==> src/hdl/sag_pkg.sv <==
// Package for the sound-activated gate.
// Holds the shared types, register codes and widths; no dependencies.
package sag_pkg;

    localparam int SAMPLE_W = 16;
    localparam int INDEX_W  = 32;
    localparam int COUNT_W  = 32;
    localparam int CFG_IDX_W  = 2;
    localparam int CFG_DATA_W = 32;

    typedef logic signed [SAMPLE_W-1:0] sample_t;
    typedef logic [INDEX_W-1:0]         index_t;
    typedef logic [COUNT_W-1:0]         count_t;
    typedef logic [CFG_IDX_W-1:0]       cfg_idx_t;
    typedef logic [CFG_DATA_W-1:0]      cfg_data_t;

    localparam cfg_idx_t REG_UPPER_THRESHOLD  = 2'd0;
    localparam cfg_idx_t REG_LOWER_THRESHOLD  = 2'd1;
    localparam cfg_idx_t REG_HANGOVER_SAMPLES = 2'd2;

    localparam sample_t RST_UPPER_THRESHOLD  = 16'sd1000;
    localparam sample_t RST_LOWER_THRESHOLD  = -16'sd1000;
    localparam index_t  RST_HANGOVER_SAMPLES = 32'd48000;

    typedef struct packed {
        sample_t upper_threshold;
        sample_t lower_threshold;
        index_t  hangover_samples;
    } cfg_t;

    typedef struct packed {
        logic    frame_quiet;
        logic    recording_now;
        count_t  active_frames;
        index_t  start_index;
        sample_t start_value;
        index_t  latest_index;
        sample_t latest_value;
    } result_t;

endpackage

==> src/hdl/sag_if.sv <==
// Stream interfaces of the sound-activated gate: sample input and frame result.
// Depends on sag_pkg.
interface sag_in_if
    import sag_pkg::*;
(
    input logic clk
);
    logic    valid;
    logic    ready;
    sample_t sample;
    logic    frame_end;

    modport source (output valid, output sample, output frame_end, input ready);
    modport sink   (input valid, input sample, input frame_end, output ready);
endinterface

interface sag_out_if
    import sag_pkg::*;
(
    input logic clk
);
    logic    valid;
    logic    ready;
    logic    frame_quiet;
    logic    recording_now;
    count_t  active_frames;
    index_t  start_index;
    sample_t start_value;
    index_t  latest_index;
    sample_t latest_value;

    modport source (
        output valid, output frame_quiet, output recording_now, output active_frames,
        output start_index, output start_value, output latest_index, output latest_value,
        input ready
    );
    modport sink (
        input valid, input frame_quiet, input recording_now, input active_frames,
        input start_index, input start_value, input latest_index, input latest_value,
        output ready
    );
endinterface

==> src/hdl/sound_activated_gate.sv <==
// Top level of the sound-activated gate with hangover.
// Depends on sag_pkg, sag_if, sag_cfg_regs, sag_tracker and sag_out_reg.

// The gate takes one signed 16-bit sample per item on the audio channel and
// gives one result item on the result channel for each sample flagged as a
// frame end, none for the others. It accepts one item every clock cycle: a
// sample is held in an input register, the compare and state update
// run on the sample in that register, and a frame result lands in a
// result register. Only a frame-end sample can stall, and
// only while the previous result still waits to be taken. A sample is loud when
// it is above upper_threshold or below lower_threshold (signed compares, applied
// as written even if the thresholds cross). Recording turns on with any loud
// sample; at a quiet frame end it turns off once the wrapping distance from the
// last loud sample index to the index after the frame exceeds hangover_samples.
// active_frames counts loud frames, saturates, and clears when recording was off
// at frame start and is off at frame end. Register indexes: 0 upper_threshold,
// 1 lower_threshold, 2 hangover_samples; index 3 is ignored. Write registers
// only while the gate is idle.
module sound_activated_gate
    import sag_pkg::*;
(
    input  logic      clk,
    input  logic      rst_n,
    sag_in_if.sink    audio,
    sag_out_if.source result,
    input  logic      cfg_we,
    input  cfg_idx_t  cfg_index,
    input  cfg_data_t cfg_wdata
);

    cfg_t    cfg;
    logic    out_room;
    logic    res_load;
    result_t res_data;

    // Hold the thresholds and hangover length.
    sag_cfg_regs u_cfg (
        .clk       (clk),
        .rst_n     (rst_n),
        .cfg_we    (cfg_we),
        .cfg_index (cfg_index),
        .cfg_wdata (cfg_wdata),
        .cfg       (cfg)
    );

    // Register each sample, then advance the gate state and form the frame result.
    sag_tracker u_tracker (
        .clk      (clk),
        .rst_n    (rst_n),
        .audio    (audio),
        .cfg      (cfg),
        .out_room (out_room),
        .res_load (res_load),
        .res_data (res_data)
    );

    // Hold the frame result until the sink takes it.
    sag_out_reg u_out (
        .clk      (clk),
        .rst_n    (rst_n),
        .res_load (res_load),
        .res_data (res_data),
        .out_room (out_room),
        .result   (result)
    );

endmodule

==> src/hdl/sag_cfg_regs.sv <==
// Configuration registers of the sound-activated gate.
// Depends on sag_pkg.
module sag_cfg_regs
    import sag_pkg::*;
(
    input  logic      clk,
    input  logic      rst_n,
    input  logic      cfg_we,
    input  cfg_idx_t  cfg_index,
    input  cfg_data_t cfg_wdata,
    output cfg_t      cfg
);

    cfg_t cfg_reg;

    always_ff @(posedge clk or negedge rst_n)
    begin
        if (!rst_n)
        begin
            cfg_reg.upper_threshold  <= RST_UPPER_THRESHOLD;
            cfg_reg.lower_threshold  <= RST_LOWER_THRESHOLD;
            cfg_reg.hangover_samples <= RST_HANGOVER_SAMPLES;
        end
        else if (cfg_we)
        begin
            unique case (cfg_index)
                REG_UPPER_THRESHOLD:  cfg_reg.upper_threshold  <= cfg_wdata[SAMPLE_W-1:0];
                REG_LOWER_THRESHOLD:  cfg_reg.lower_threshold  <= cfg_wdata[SAMPLE_W-1:0];
                REG_HANGOVER_SAMPLES: cfg_reg.hangover_samples <= cfg_wdata[INDEX_W-1:0];
                default: ;  // unknown index: drop the write
            endcase
        end
    end

    assign cfg = cfg_reg;

endmodule

==> src/hdl/sag_tracker.sv <==
// Input register and per-sample gate state update of the sound-activated gate.
// Depends on sag_pkg and sag_if.
module sag_tracker
    import sag_pkg::*;
(
    input  logic     clk,
    input  logic     rst_n,
    sag_in_if.sink   audio,
    input  cfg_t     cfg,
    input  logic     out_room,
    output logic     res_load,
    output result_t  res_data
);

    logic    s1_valid_reg;
    sample_t s1_sample_reg;
    logic    s1_last_reg;

    index_t  sample_index_reg, sample_index_next;
    index_t  loud_index_reg,   loud_index_next;
    sample_t loud_value_reg,   loud_value_next;
    index_t  first_index_reg,  first_index_next;
    sample_t first_value_reg,  first_value_next;
    logic    is_recording_reg, is_recording_next;
    logic    was_recording_reg, was_recording_next;
    count_t  frame_count_reg,  frame_count_next;
    logic    frame_all_quiet_reg, frame_all_quiet_next;
    logic    frame_open_reg,   frame_open_next;

    logic    advance;
    logic    loud;
    index_t  distance;

    // A frame-end item needs space in the result register; others never stall.
    assign advance     = s1_valid_reg && (!s1_last_reg || out_room);
    assign audio.ready = !s1_valid_reg || advance;
    assign res_load    = advance && s1_last_reg;

    always_ff @(posedge clk or negedge rst_n)
    begin
        if (!rst_n)
        begin
            s1_valid_reg <= 1'b0;
        end
        else if (audio.valid && audio.ready)
        begin
            s1_valid_reg <= 1'b1;
        end
        else if (advance)
        begin
            s1_valid_reg <= 1'b0;
        end
    end

    always_ff @(posedge clk)
    begin
        if (audio.valid && audio.ready)
        begin
            s1_sample_reg <= audio.sample;
            s1_last_reg   <= audio.frame_end;
        end
    end

    assign loud = (s1_sample_reg > cfg.upper_threshold) ||
                  (s1_sample_reg < cfg.lower_threshold);
    assign distance = sample_index_next - loud_index_next;

    always_comb
    begin
        sample_index_next    = sample_index_reg + 1'b1;
        loud_index_next      = loud_index_reg;
        loud_value_next      = loud_value_reg;
        first_index_next     = first_index_reg;
        first_value_next     = first_value_reg;
        is_recording_next    = is_recording_reg;
        frame_count_next     = frame_count_reg;
        was_recording_next   = frame_open_reg ? was_recording_reg : is_recording_reg;
        frame_all_quiet_next = frame_open_reg ? frame_all_quiet_reg : 1'b1;
        frame_open_next      = !s1_last_reg;

        if (loud)
        begin
            frame_all_quiet_next = 1'b0;
            loud_index_next      = sample_index_reg;
            loud_value_next      = s1_sample_reg;
            if (!is_recording_reg)
            begin
                first_index_next  = sample_index_reg;
                first_value_next  = s1_sample_reg;
                is_recording_next = 1'b1;
            end
        end

        if (s1_last_reg)
        begin
            if (!frame_all_quiet_next)
            begin
                is_recording_next = 1'b1;
                if (frame_count_reg != '1)
                begin
                    frame_count_next = frame_count_reg + 1'b1;
                end
            end
            else if (distance > cfg.hangover_samples)
            begin
                is_recording_next = 1'b0;
            end
            if (!was_recording_next && !is_recording_next)
            begin
                frame_count_next = '0;
            end
        end
    end

    always_ff @(posedge clk or negedge rst_n)
    begin
        if (!rst_n)
        begin
            sample_index_reg    <= '0;
            loud_index_reg      <= '0;
            loud_value_reg      <= '0;
            first_index_reg     <= '0;
            first_value_reg     <= '0;
            is_recording_reg    <= 1'b0;
            was_recording_reg   <= 1'b0;
            frame_count_reg     <= '0;
            frame_all_quiet_reg <= 1'b1;
            frame_open_reg      <= 1'b0;
        end
        else if (advance)
        begin
            sample_index_reg    <= sample_index_next;
            loud_index_reg      <= loud_index_next;
            loud_value_reg      <= loud_value_next;
            first_index_reg     <= first_index_next;
            first_value_reg     <= first_value_next;
            is_recording_reg    <= is_recording_next;
            was_recording_reg   <= was_recording_next;
            frame_count_reg     <= frame_count_next;
            frame_all_quiet_reg <= frame_all_quiet_next;
            frame_open_reg      <= frame_open_next;
        end
    end

    always_comb
    begin
        res_data.frame_quiet   = frame_all_quiet_next;
        res_data.recording_now = is_recording_next;
        res_data.active_frames = frame_count_next;
        res_data.start_index   = first_index_next;
        res_data.start_value   = first_value_next;
        res_data.latest_index  = loud_index_next;
        res_data.latest_value  = loud_value_next;
    end

    a_loud_starts_recording: assert property (@(posedge clk) disable iff (!rst_n)
        advance && loud |=> is_recording_reg)
        else $error("loud sample did not set recording");

    a_index_steps: assert property (@(posedge clk) disable iff (!rst_n)
        advance |=> sample_index_reg == $past(sample_index_reg) + 32'd1)
        else $error("sample index did not advance by one");

    a_empty_stage_ready: assert property (@(posedge clk) disable iff (!rst_n)
        !s1_valid_reg |-> audio.ready)
        else $error("empty input stage refused an item");

endmodule

==> src/hdl/sag_out_reg.sv <==
// Result register of the sound-activated gate, driving the result channel.
// Depends on sag_pkg and sag_if.
module sag_out_reg
    import sag_pkg::*;
(
    input  logic      clk,
    input  logic      rst_n,
    input  logic      res_load,
    input  result_t   res_data,
    output logic      out_room,
    sag_out_if.source result
);

    logic    valid_reg;
    result_t data_reg;

    assign out_room = !valid_reg || result.ready;

    always_ff @(posedge clk or negedge rst_n)
    begin
        if (!rst_n)
        begin
            valid_reg <= 1'b0;
        end
        else if (res_load)
        begin
            valid_reg <= 1'b1;
        end
        else if (result.ready)
        begin
            valid_reg <= 1'b0;
        end
    end

    always_ff @(posedge clk)
    begin
        if (res_load)
        begin
            data_reg <= res_data;
        end
    end

    assign result.valid         = valid_reg;
    assign result.frame_quiet   = data_reg.frame_quiet;
    assign result.recording_now = data_reg.recording_now;
    assign result.active_frames = data_reg.active_frames;
    assign result.start_index   = data_reg.start_index;
    assign result.start_value   = data_reg.start_value;
    assign result.latest_index  = data_reg.latest_index;
    assign result.latest_value  = data_reg.latest_value;

    a_loud_frame_records: assert property (@(posedge clk) disable iff (!rst_n)
        valid_reg && !data_reg.frame_quiet |-> data_reg.recording_now)
        else $error("loud frame reported without recording");

    a_no_load_when_full: assert property (@(posedge clk) disable iff (!rst_n)
        res_load |-> out_room)
        else $error("result loaded over an untaken result");

endmodule

==> src/flat_wrapper.sv <==
// flat-port wrapper written by rule: the top's interface ports become plain ports
module sound_activated_gate_flat import sag_pkg::*;
  (clk, rst_n, cfg_we, cfg_index, cfg_wdata, audio_valid, audio_sample, audio_frame_end, audio_ready, result_valid, result_frame_quiet, result_recording_now, result_active_frames, result_start_index, result_start_value, result_latest_index, result_latest_value, result_ready);
  sag_in_if audio_i (.clk(clk));
  sag_out_if result_i (.clk(clk));
  input  logic clk;
  input  logic rst_n;
  input  logic cfg_we;
  input  cfg_idx_t cfg_index;
  input  cfg_data_t cfg_wdata;
  input wire logic [$bits(audio_i.valid)-1:0] audio_valid;
  input wire logic [$bits(audio_i.sample)-1:0] audio_sample;
  input wire logic [$bits(audio_i.frame_end)-1:0] audio_frame_end;
  output wire logic [$bits(audio_i.ready)-1:0] audio_ready;
  output wire logic [$bits(result_i.valid)-1:0] result_valid;
  output wire logic [$bits(result_i.frame_quiet)-1:0] result_frame_quiet;
  output wire logic [$bits(result_i.recording_now)-1:0] result_recording_now;
  output wire logic [$bits(result_i.active_frames)-1:0] result_active_frames;
  output wire logic [$bits(result_i.start_index)-1:0] result_start_index;
  output wire logic [$bits(result_i.start_value)-1:0] result_start_value;
  output wire logic [$bits(result_i.latest_index)-1:0] result_latest_index;
  output wire logic [$bits(result_i.latest_value)-1:0] result_latest_value;
  input wire logic [$bits(result_i.ready)-1:0] result_ready;
  assign audio_i.valid = audio_valid;
  assign audio_i.sample = audio_sample;
  assign audio_i.frame_end = audio_frame_end;
  assign audio_ready = audio_i.ready;
  assign result_valid = result_i.valid;
  assign result_frame_quiet = result_i.frame_quiet;
  assign result_recording_now = result_i.recording_now;
  assign result_active_frames = result_i.active_frames;
  assign result_start_index = result_i.start_index;
  assign result_start_value = result_i.start_value;
  assign result_latest_index = result_i.latest_index;
  assign result_latest_value = result_i.latest_value;
  assign result_i.ready = result_ready;
  sound_activated_gate u_core (.clk(clk), .rst_n(rst_n), .audio(audio_i), .result(result_i), .cfg_we(cfg_we), .cfg_index(cfg_index), .cfg_wdata(cfg_wdata));
endmodule
==> config.mk <==
export PLATFORM = sky130hd
export DESIGN_NAME = sound_activated_gate_flat
export DESIGN_NICKNAME = d
export VERILOG_FILES = /design/src/hdl/sag_pkg.sv /design/src/hdl/sag_if.sv /design/src/hdl/sound_activated_gate.sv /design/src/hdl/sag_cfg_regs.sv /design/src/hdl/sag_tracker.sv /design/src/hdl/sag_out_reg.sv /design/src/flat_wrapper.sv
export SDC_FILE = /design/constraint.sdc
export NUM_CORES = 1
export LEC_CHECK = 0
export BUFFER_PORTS_ARGS = -buffer_cell sky130_fd_sc_hd__buf_2
export CAP_MARGIN = 20
export CORE_MARGIN = 10
export CORE_UTILIZATION = 41
export CTS_CLUSTER_SIZE = 24
export DETAILED_ROUTE_END_ITERATION = 7
export PLACE_DENSITY = 0.58
export RECOVER_POWER = 100
export SETUP_SLACK_MARGIN = 0.02
export SLEW_MARGIN = 0
export SYNTH_ARGS = -nofsm -noshare
export SYNTH_HDL_FRONTEND = slang
export SYNTH_SLANG_ARGS = --single-unit
==> constraint.sdc <==
create_clock -name clk -period 10.8 [get_ports clk]
set_clock_uncertainty 0.15 [all_clocks]
set_input_delay 1.62 -clock clk [delete_from_list [all_inputs] [get_ports clk]]
set_output_delay 1.62 -clock clk [all_outputs]
set_load 0.1 [all_outputs]
==> qor.csv, run 1 <==
metric;value;unit
Crit. End Element;register;
run status;complete, but fails checks;
Hold WC Path Type;reg2reg;
arrival time at the worst endpoint;9.72;ns
Die X;239.7;um
share of cells above drive strength 1;11.76;%
syn nets;2038;
peak supply drop;0.0001525;V
crit-path max cell delay;0.73;ns
Synth Cell Area;19780;um^2
Yosys reg bits;377;
reg-to-reg slack, setup;1.37;ns
Synth Flop Type;dfrtp_1;
# DRC;0;
Clock Path Buffers;3;
max reg flops;64;
io pins;188;
first-pass GRT wire length;78850;um
number of enable flip-flop cells after synthesis;147;
die area;57430;um^2
Pre-antenna DRT Iters;5;
Detailed Route WL;49780;um
GRT overflow;0;
Seq/Total Area, Yosys;51.55;%
crit path kind;reg2reg;
clk_lat worst skew;0.57;ns
total power;5.335;mW
starting density of the core;41.43;%
Post-Syn Instances;1891;
Syn Area/Cell;10.46;um^2
ANT cells;0;
CTS sink count;377;
vias per inst;5.219;
count of pins over their slew limit;724;
most frequent cells in the layout;nand2_1, dfrtp_1, clkbuf_1, edfxtp_1;
# nets final;2189;
starting DRC count in detailed routing;891;
RSZ-0062 raised after global routing;false;
post-CTS sizing;0;
drt wl/cell;18.51;um
setup_tns;0;ns
Final min period;9.425;ns
Worst setup SP type;register;
H-tree depth;2;
WP data required;11.10;ns
Hold Vio Cnt, Final;0;
die height;239.7;um
FF/Latch Area;10200;um^2
total CTS buffers;42;
Leak Pwr;10.17;nW
clk root buf;clkbuf_16;
DP HPWL;35380;um
CTS tree;yes;
vias in the first global route;14080;
Hold-fix buffers, CTS;0;
Slew headroom;-222.9;%
Filler cells;4507;
GRT Total Usage;17.23;%
crit-path max FO;23;
Placeable Area;47750;um^2
GPL Wtd Cong;0.8810;
initial antenna violation count;0;
Final ANT Viol Nets;0;
# Post-CTS Setup Buffers;0;
failing checks;capacitance limit, slew limit;
Worst Max-Slew Pin Slew;4.844;ns
fmax;106.1;MHz
Clock Pin Slew Worst Setup and Hold Paths;0.06;ns
area of the multi-input gates;8805;um^2
Power Density;238.6;nW/um^2
Synth cell types;87;
final setup fails;0;
Post-synth ARST share;61.01;%
area growth from synthesis to layout;13.02;%
DR vias;14040;
PortBufs;187;
Placement Rows;80;
Max-cap violations;13;
CP max stage cell;mux2i_1;
Yosys warnings;0;
crit share post-route;87.27;%
most common cell after layout, fill and taps aside;nand2_1;
largest net degree at the start of global routing;83;
[cell type report]
class                      instances  area share (%)
inverter                         107           1.802
tap                              615           3.442
timing repair buffer             200           3.677
clock inverter                    17          0.7667
clock buffer                      60           5.322
sequential                       377           45.61
multi-input combinational       1314           39.38
[per-layer routing]
layer | wire length [um] | up-vias | global-route usage (%)
li1 | - | 6866 | -
met1 | 22590 | 6844 | 22.75
met2 | 23610 | 267 | 28.14
met3 | 2538 | 62 | 3.574
met4 | 1045 | 0 | 4.631
met5 | 0 | - | 0
[critical path: cells and delay by family (launching register included)]
family / cells / cell delay, ns
compound gates: 17 / 4.45
flops: 1 / 0.50
fa+ha+maj: 3 / 0.72
xor+xnor: 2 / 0.35
mux: 1 / 0.73
simple gates: 8 / 2.36
[synth_stat cells (3+ instances only)]
cell / n / area share [%]
mux2_2: 124 / 7.1
nand2_1: 350 / 6.6
o21ai_1: 7 / 0.18
ha_1: 91 / 5.8
nand2b_1: 12 / 0.38
nor4_1: 5 / 0.16
nand3b_1: 6 / 0.23
nand4_1: 23 / 0.73
clkbuf_1: 60 / 1.1
or2_2: 5 / 0.16
maj3_1: 3 / 0.15
and2_1: 9 / 0.28
dfrtp_1: 208 / 26
nand3_1: 43 / 1.1
nor3_1: 18 / 0.46
dfstp_2: 22 / 2.9
nor2_1: 109 / 2.1
inv_1: 107 / 2.0
a31oi_1: 5 / 0.16
buf_2: 8 / 0.20
buf_1: 22 / 0.42
nor2b_1: 15 / 0.47
o22ai_1: 5 / 0.16
o21a_1: 6 / 0.23
o21ai_0: 108 / 2.7
xnor2_1: 71 / 3.1
nor3b_1: 3 / 0.11
mux2i_1: 26 / 1.3
xor2_1: 60 / 2.7
and4_1: 4 / 0.18
and3_1: 23 / 0.73
a32oi_1: 3 / 0.13
a211oi_1: 3 / 0.11
edfxtp_1: 147 / 22
o221ai_1: 3 / 0.13
a21oi_1: 61 / 1.5
a21o_1: 30 / 1.1
o31ai_1: 19 / 0.72
o21bai_1: 4 / 0.15
[cells by family after synthesis]
logic type,count (synthesis),synth area share (%)
buf+inv,200,3.922
compound gates,297,9.886
simple gates,640,14.43
mux,151,8.444
xor+xnor,131,5.800
flops,377,51.55
fa+ha+maj,95,5.965
[stage by stage]
stage	hold slack [ns]	setup slack (ns)	std cells	instance area, um^2	util (%)
after floorplan	0.2918	2.875	1891	19780	-
after global placement	0.3035	1.826	2612	21240	44.49
after detailed placement	0.3083	1.621	2612	21240	44.49
after CTS	0.3241	1.587	2689	22600	47.34
after global routing	0.3331	0.3915	2690	22360	46.83
final	0.3155	1.375	2690	22360	46.83
[path summary, 6_finish.rpt]
| check | start | to | depth (start not counted) |
|---|---|---|---|
| max reg2reg | u_core.u_tracker.s1_sample_reg[5] | u_core.u_tracker.frame_count_reg[9] | 31 |
| min | u_core.u_tracker.first_index_reg[29] | u_core.u_tracker.first_index_reg[29] | 2 |
| min reg2reg | u_core.u_tracker.first_index_reg[29] | u_core.u_tracker.first_index_reg[29] | 2 |
| max | u_core.u_tracker.s1_sample_reg[5] | u_core.u_tracker.frame_count_reg[9] | 31 |
| min in group asynchronous | rst_n | u_core.u_tracker.first_index_reg[25] | 1 |
| max in group asynchronous | rst_n | u_core.u_tracker.first_index_reg[9] | 3 |
[where the power goes]
part | internal [mW] | switching (mW)
clock | 0.841 | 0.582
combinational | 0.772 | 1.28
sequential | 1.71 | 0.144
total | 3.33 | 2.01
Power figures use the tool's default switching activity.
==> run 2, diff against run 1 <==
--- a/config.mk
+++ b/config.mk
@@ -5,13 +5,13 @@
 export SDC_FILE = /design/constraint.sdc
 export NUM_CORES = 1
 export LEC_CHECK = 0
-export BUFFER_PORTS_ARGS = -buffer_cell sky130_fd_sc_hd__buf_2
 export CAP_MARGIN = 20
 export CORE_MARGIN = 10
 export CORE_UTILIZATION = 41
 export CTS_CLUSTER_SIZE = 24
 export DETAILED_ROUTE_END_ITERATION = 7
-export PLACE_DENSITY = 0.58
+export DONT_BUFFER_PORTS = 1
+export PLACE_DENSITY = 0.54
 export RECOVER_POWER = 100
 export SETUP_SLACK_MARGIN = 0.02
 export SLEW_MARGIN = 0
==> constraint.sdc (replaced) <==
create_clock -name clk -period 11.2 [get_ports clk]
set_clock_uncertainty 0.15 [all_clocks]
set_input_delay 1.68 -clock clk [delete_from_list [all_inputs] [get_ports clk]]
set_output_delay 1.68 -clock clk [all_outputs]
set_load 0.1 [all_outputs]
==> qor.csv, run 2 (synthesis results as in run 1) <==
metric;value;unit
Hold-fix buffers, CTS;0;
# DRC;0;
met3 WL;2849;um
first-pass GRT wire length;79140;um
Top Layer Used;met5;
run status;complete, but fails checks;
failing checks;capacitance limit, slew limit;
area growth from synthesis to layout;9.348;%
starting DRC count in detailed routing;934;
crit path kind;reg2reg;
vias per inst;5.318;
total power;5.125;mW
CTS tree;yes;
Slew headroom;-150.8;%
# nets final;2002;
Worst setup SP type;register;
setup_tns;0;ns
count of pins over their slew limit;436;
RSZ-0062 raised after global routing;false;
Final min period;9.858;ns
crit-path max cell delay;0.85;ns
CTS sink count;377;
share of cells above drive strength 1;10.84;%
largest net degree at the start of global routing;231;
most common cell after layout, fill and taps aside;nand2_1;
die area;57430;um^2
Clock Pin Slew Worst Setup and Hold Paths;0.06;ns
drt wl/cell;20.16;um
met2 wire len;23360;um
most used cell, CP;ha_1;
Placement Rows;80;
WP data required;11.52;ns
Crit. End Element;register;
Detailed Route WL;50520;um
Hold WC Path Type;reg2reg;
DR vias;13330;
PortBufs;0;
Pre-antenna DRT Iters;5;
die height;239.7;um
ANT cells;0;
GRT overflow;0;
io pins;188;
crit path to;u_core.u_tracker.frame_count_reg[25];
GRT Total Usage;17.53;%
FF-to-FF Start;u_core.u_tracker.s1_sample_reg[15];
initial antenna violation count;2;
DP HPWL;34890;um
crit share post-route;88.01;%
# Post-CTS Setup Buffers;0;
final setup fails;0;
CP max stage cell;nor2_1;
RR Endpoint;u_core.u_tracker.frame_count_reg[25];
WL met1;23120;um
max reg flops;64;
reg2reg path depth;35;
arrival time at the worst endpoint;10.18;ns
Final ANT Viol Nets;0;
Die X;239.7;um
most frequent cells in the layout;nand2_1, dfrtp_1, edfxtp_1, o21ai_0, nor2_1;
Layout Cells excl Fill;2506;
GPL Wtd Cong;0.8748;
Clock Path Buffers;3;
reg-to-reg slack, setup;1.34;ns
total CTS buffers;44;
clk root buf;clkbuf_16;
Power Density;236.9;nW/um^2
H-tree depth;2;
starting density of the core;41.43;%
Min Hold Slack;0.3138;ns
vias in the first global route;13290;
Placeable Area;47750;um^2
Worst Max-Slew Pin Slew;3.763;ns
clk_lat worst skew;0.57;ns
post-CTS sizing;0;
peak supply drop;0.0001534;V
Hold Vio Cnt, Final;0;
fmax;101.4;MHz
Leak Pwr;9.824;nW
# placed instances;2424;
final core utilization;45.30;%
Max-cap violations;9;
CP startpoint;u_core.u_tracker.s1_sample_reg[15];
crit-path max FO;64;
## run 2: changes by cell type in the layout (fill, tap and decap cells not counted), moves of 3 or more
cell / previous run / this run
clkinv_1: 6 / 3
mux2_2: 83 / 87
clkinv_2: 2 / 5
inv_6: 3 / 0
clkbuf_16: 43 / 46
clkbuf_1: 161 / 23
clkinvlp_4: 1 / 5
buf_2: 47 / 0
mux2_1: 41 / 37
## run 2: layer usage
metal	track usage, %	up-vias
met3	4.379	80
met2	28.00	274
met4	4.785	4
li1	-	6498
met1	23.19	6471
met5	0	-
## run 2: power breakdown
group	leakage, nW	switching [mW]	internal (mW)	total [mW]
Clock	0.674	0.576	0.825	1.40
Sequential	4.47	0.407	1.66	2.06
Combinational	4.68	0.929	0.731	1.66
Total	9.82	1.91	3.21	5.13
## run 2: layout make-up
type                    count  area (um^2)
clock inverters            17        161.4
multi-input cells        1314         8793
clock buffers              65         1252
well taps                 615        769.5
flip-flops and latches    377        10200
inverters                 107        402.9
repair buffers             11        53.80
fillers                  4409        26120
## run 2: worst max-delay path, delay by kind of cell (launching register included)
family / cells / cell delay, ns
adder cells (fa/ha/maj): 4 / 0.99
AO/OA/AOI/OAI: 14 / 3.23
buffers and inverters: 2 / 0.41
XOR/XNOR: 1 / 0.10
multiplexers: 1 / 0.37
AND/OR/NAND/NOR: 13 / 4.03
flip-flops: 1 / 0.44
## run 2: worst min path at each step
stage / startpoint / end / slack, ns / cells after the start
5_1_grt: u_core.u_tracker.first_index_reg[30] / u_core.u_tracker.first_index_reg[30] / 0.34 / 2
2_1_floorplan: u_core.u_tracker.first_index_reg[31] / u_core.u_tracker.first_index_reg[31] / 0.29 / 2
3_3_place_gp: u_core.u_tracker.first_value_reg[2] / u_core.u_tracker.first_value_reg[2] / 0.30 / 2
6_report: u_core.u_tracker.first_index_reg[30] / u_core.u_tracker.first_index_reg[30] / 0.31 / 2
4_1_cts: u_core.u_tracker.first_index_reg[26] / u_core.u_tracker.first_index_reg[26] / 0.32 / 2
3_5_place_dp: u_core.u_tracker.first_index_reg[26] / u_core.u_tracker.first_index_reg[26] / 0.31 / 2
## run 2: per-stage QoR
stage | instance area [um^2] | worst slack (ns)
finish | 21630 | 1.342
detailed placement | 20290 | 1.506
floorplan | 19780 | 3.275
global route | 21630 | 0.4819
CTS | 21700 | 1.476
global placement | 20290 | 1.760
==> run 3, diff against run 2 <==
--- a/config.mk
+++ b/config.mk
@@ -7,14 +7,13 @@
 export LEC_CHECK = 0
 export CAP_MARGIN = 20
 export CORE_MARGIN = 10
-export CORE_UTILIZATION = 41
-export CTS_CLUSTER_SIZE = 24
+export CORE_UTILIZATION = 56
+export CTS_CLUSTER_SIZE = 12
 export DETAILED_ROUTE_END_ITERATION = 7
 export DONT_BUFFER_PORTS = 1
-export PLACE_DENSITY = 0.54
+export PLACE_DENSITY = 0.7
 export RECOVER_POWER = 100
 export SETUP_SLACK_MARGIN = 0.02
-export SLEW_MARGIN = 0
 export SYNTH_ARGS = -nofsm -noshare
 export SYNTH_HDL_FRONTEND = slang
 export SYNTH_SLANG_ARGS = --single-unit
==> qor.csv, run 3 (synthesis results as in run 1) <==
metric;value;unit
DP HPWL;34730;um
setup_tns;0;ns
Hold-fix buffers, CTS;0;
Slew headroom;-160.2;%
Max-cap violations;8;
CTS tree;yes;
failing checks;capacitance limit, slew limit;
fmax;101.7;MHz
GPL Wtd Cong;0.8656;
area growth from synthesis to layout;7.988;%
total CTS buffers;41;
peak supply drop;0.0001970;V
H-tree depth;2;
Leak Pwr;9.798;nW
family with the most delay on the worst path;simple AND/OR/NAND/NOR gates;
crit path kind;reg2reg;
# DRC;0;
GRT overflow;0;
RSZ-0062 raised after global routing;false;
run status;complete, but fails checks;
share of cells above drive strength 1;10.56;%
Placement Rows;68;
Layout Cells excl Fill;2343;
Worst Max-Slew Pin Slew;3.903;ns
clk_lat worst skew;0.57;ns
Hold EP;u_core.u_tracker.first_value_reg[9];
# Post-CTS Setup Buffers;0;
Placeable Area;34710;um^2
arrival time at the worst endpoint;10.15;ns
Hold WC Path Type;reg2reg;
Final min period;9.835;ns
crit-path max FO;28;
Final ANT Viol Nets;0;
FF-to-FF Start;u_core.u_tracker.s1_sample_reg[13];
GRT Total Usage;22.49;%
dpl ws;1.896;ns
Power Density;239.8;nW/um^2
Clock Path Buffers;3;
vias in the first global route;13450;
reg2reg path depth;29;
starting density of the core;56.99;%
initial antenna violation count;3;
vias per inst;5.817;
count of pins over their slew limit;463;
first-pass GRT wire length;78250;um
Top Layer Used;met4;
post-CTS sizing;0;
most common cell after layout, fill and taps aside;nand2_1;
met2 wire len;24100;um
Min Hold Slack;0.3138;ns
Pre-antenna DRT Iters;5;
beginning of the worst hold path;u_core.u_tracker.first_value_reg[9];
max reg flops;64;
Crit. End Element;register;
starting DRC count in detailed routing;934;
most frequent cells in the layout;nand2_1, dfrtp_1, edfxtp_1, o21ai_0, nor2_1;
largest net degree at the start of global routing;231;
worst hold path stage count;2;
PortBufs;0;
met3 WL;2811;um
final setup fails;0;
die area;43240;um^2
die height;207.9;um
drt wl/cell;21.21;um
RR Endpoint;u_core.u_tracker.frame_count_reg[27];
CP max stage cell;nor2_1;
WP data required;11.52;ns
Worst Path Buf+Inv;2;
# nets final;1999;
Worst Setup Slack, final;1.365;ns
Detailed Route WL;49690;um
crit share post-route;87.81;%
Hold Vio Cnt, Final;0;
Die X;207.9;um
Worst setup SP type;register;
Filler cells;2804;
DR vias;13630;
WL met1;21580;um
# placed instances;2264;
crit-path max cell delay;0.87;ns
Clock Pin Slew Worst Setup and Hold Paths;0.06;ns
CTS sink count;377;
reg-to-reg slack, setup;1.36;ns
clk root buf;clkbuf_16;
io pins;188;
run 3: worst min-delay path, delay by kind of cell (launching register included):
kind,cells,cell delay [ns]
and+or+nand+nor,2,0.10
DFF,1,0.33
run 3: worst max-delay path by stage:
stage                                           endpoint  cells after the start  slack, ns                               start
floorplan           u_core.u_out.result.active_frames[0]                     36       3.27                u_core.u_cfg.cfg[55]
global placement     u_core.u_tracker.frame_count_reg[0]                     36       1.98                u_core.u_cfg.cfg[43]
detailed placement  u_core.u_tracker.frame_count_reg[30]                     34       1.90                u_core.u_cfg.cfg[43]
CTS                 u_core.u_tracker.frame_count_reg[30]                     34       1.79                u_core.u_cfg.cfg[43]
global route        u_core.u_tracker.frame_count_reg[31]                     32       0.55  u_core.u_tracker.s1_sample_reg[13]
finish              u_core.u_tracker.frame_count_reg[27]                     29       1.36  u_core.u_tracker.s1_sample_reg[13]
run 3: area by class of cell:
type	instances	area, um^2	area share, %
antenna	3	7.507	0.03514
clock buffer	63	1202	5.629
clock inverter	13	142.6	0.6677
inverter	107	402.9	1.886
multi-input combinational	1314	8786	41.13
sequential	377	10200	47.74
tap	455	569.3	2.665
timing repair buffer	11	53.80	0.2519
run 3: per-layer routing:
layer | track usage, % | vias up
li1 | - | 6480
met1 | 29.27 | 6743
met2 | 36.98 | 344
met3 | 5.182 | 62
met4 | 6.127 | 0
met5 | 0 | -
run 3: metrics by stage:
step,power (mW),utilization [%],instance area [um^2]
2_1_floorplan,3.354,-,19780
6_report,5.123,61.54,21360
3_3_place_gp,3.763,57.86,20090
5_1_grt,5.423,61.52,21360
3_5_place_dp,3.791,57.86,20090
4_1_cts,5.171,61.74,21430
run 3: power by group:
part | internal (mW) | switching [mW]
Combinational | 0.729 | 0.976
Clock | 0.811 | 0.548
Sequential | 1.66 | 0.403
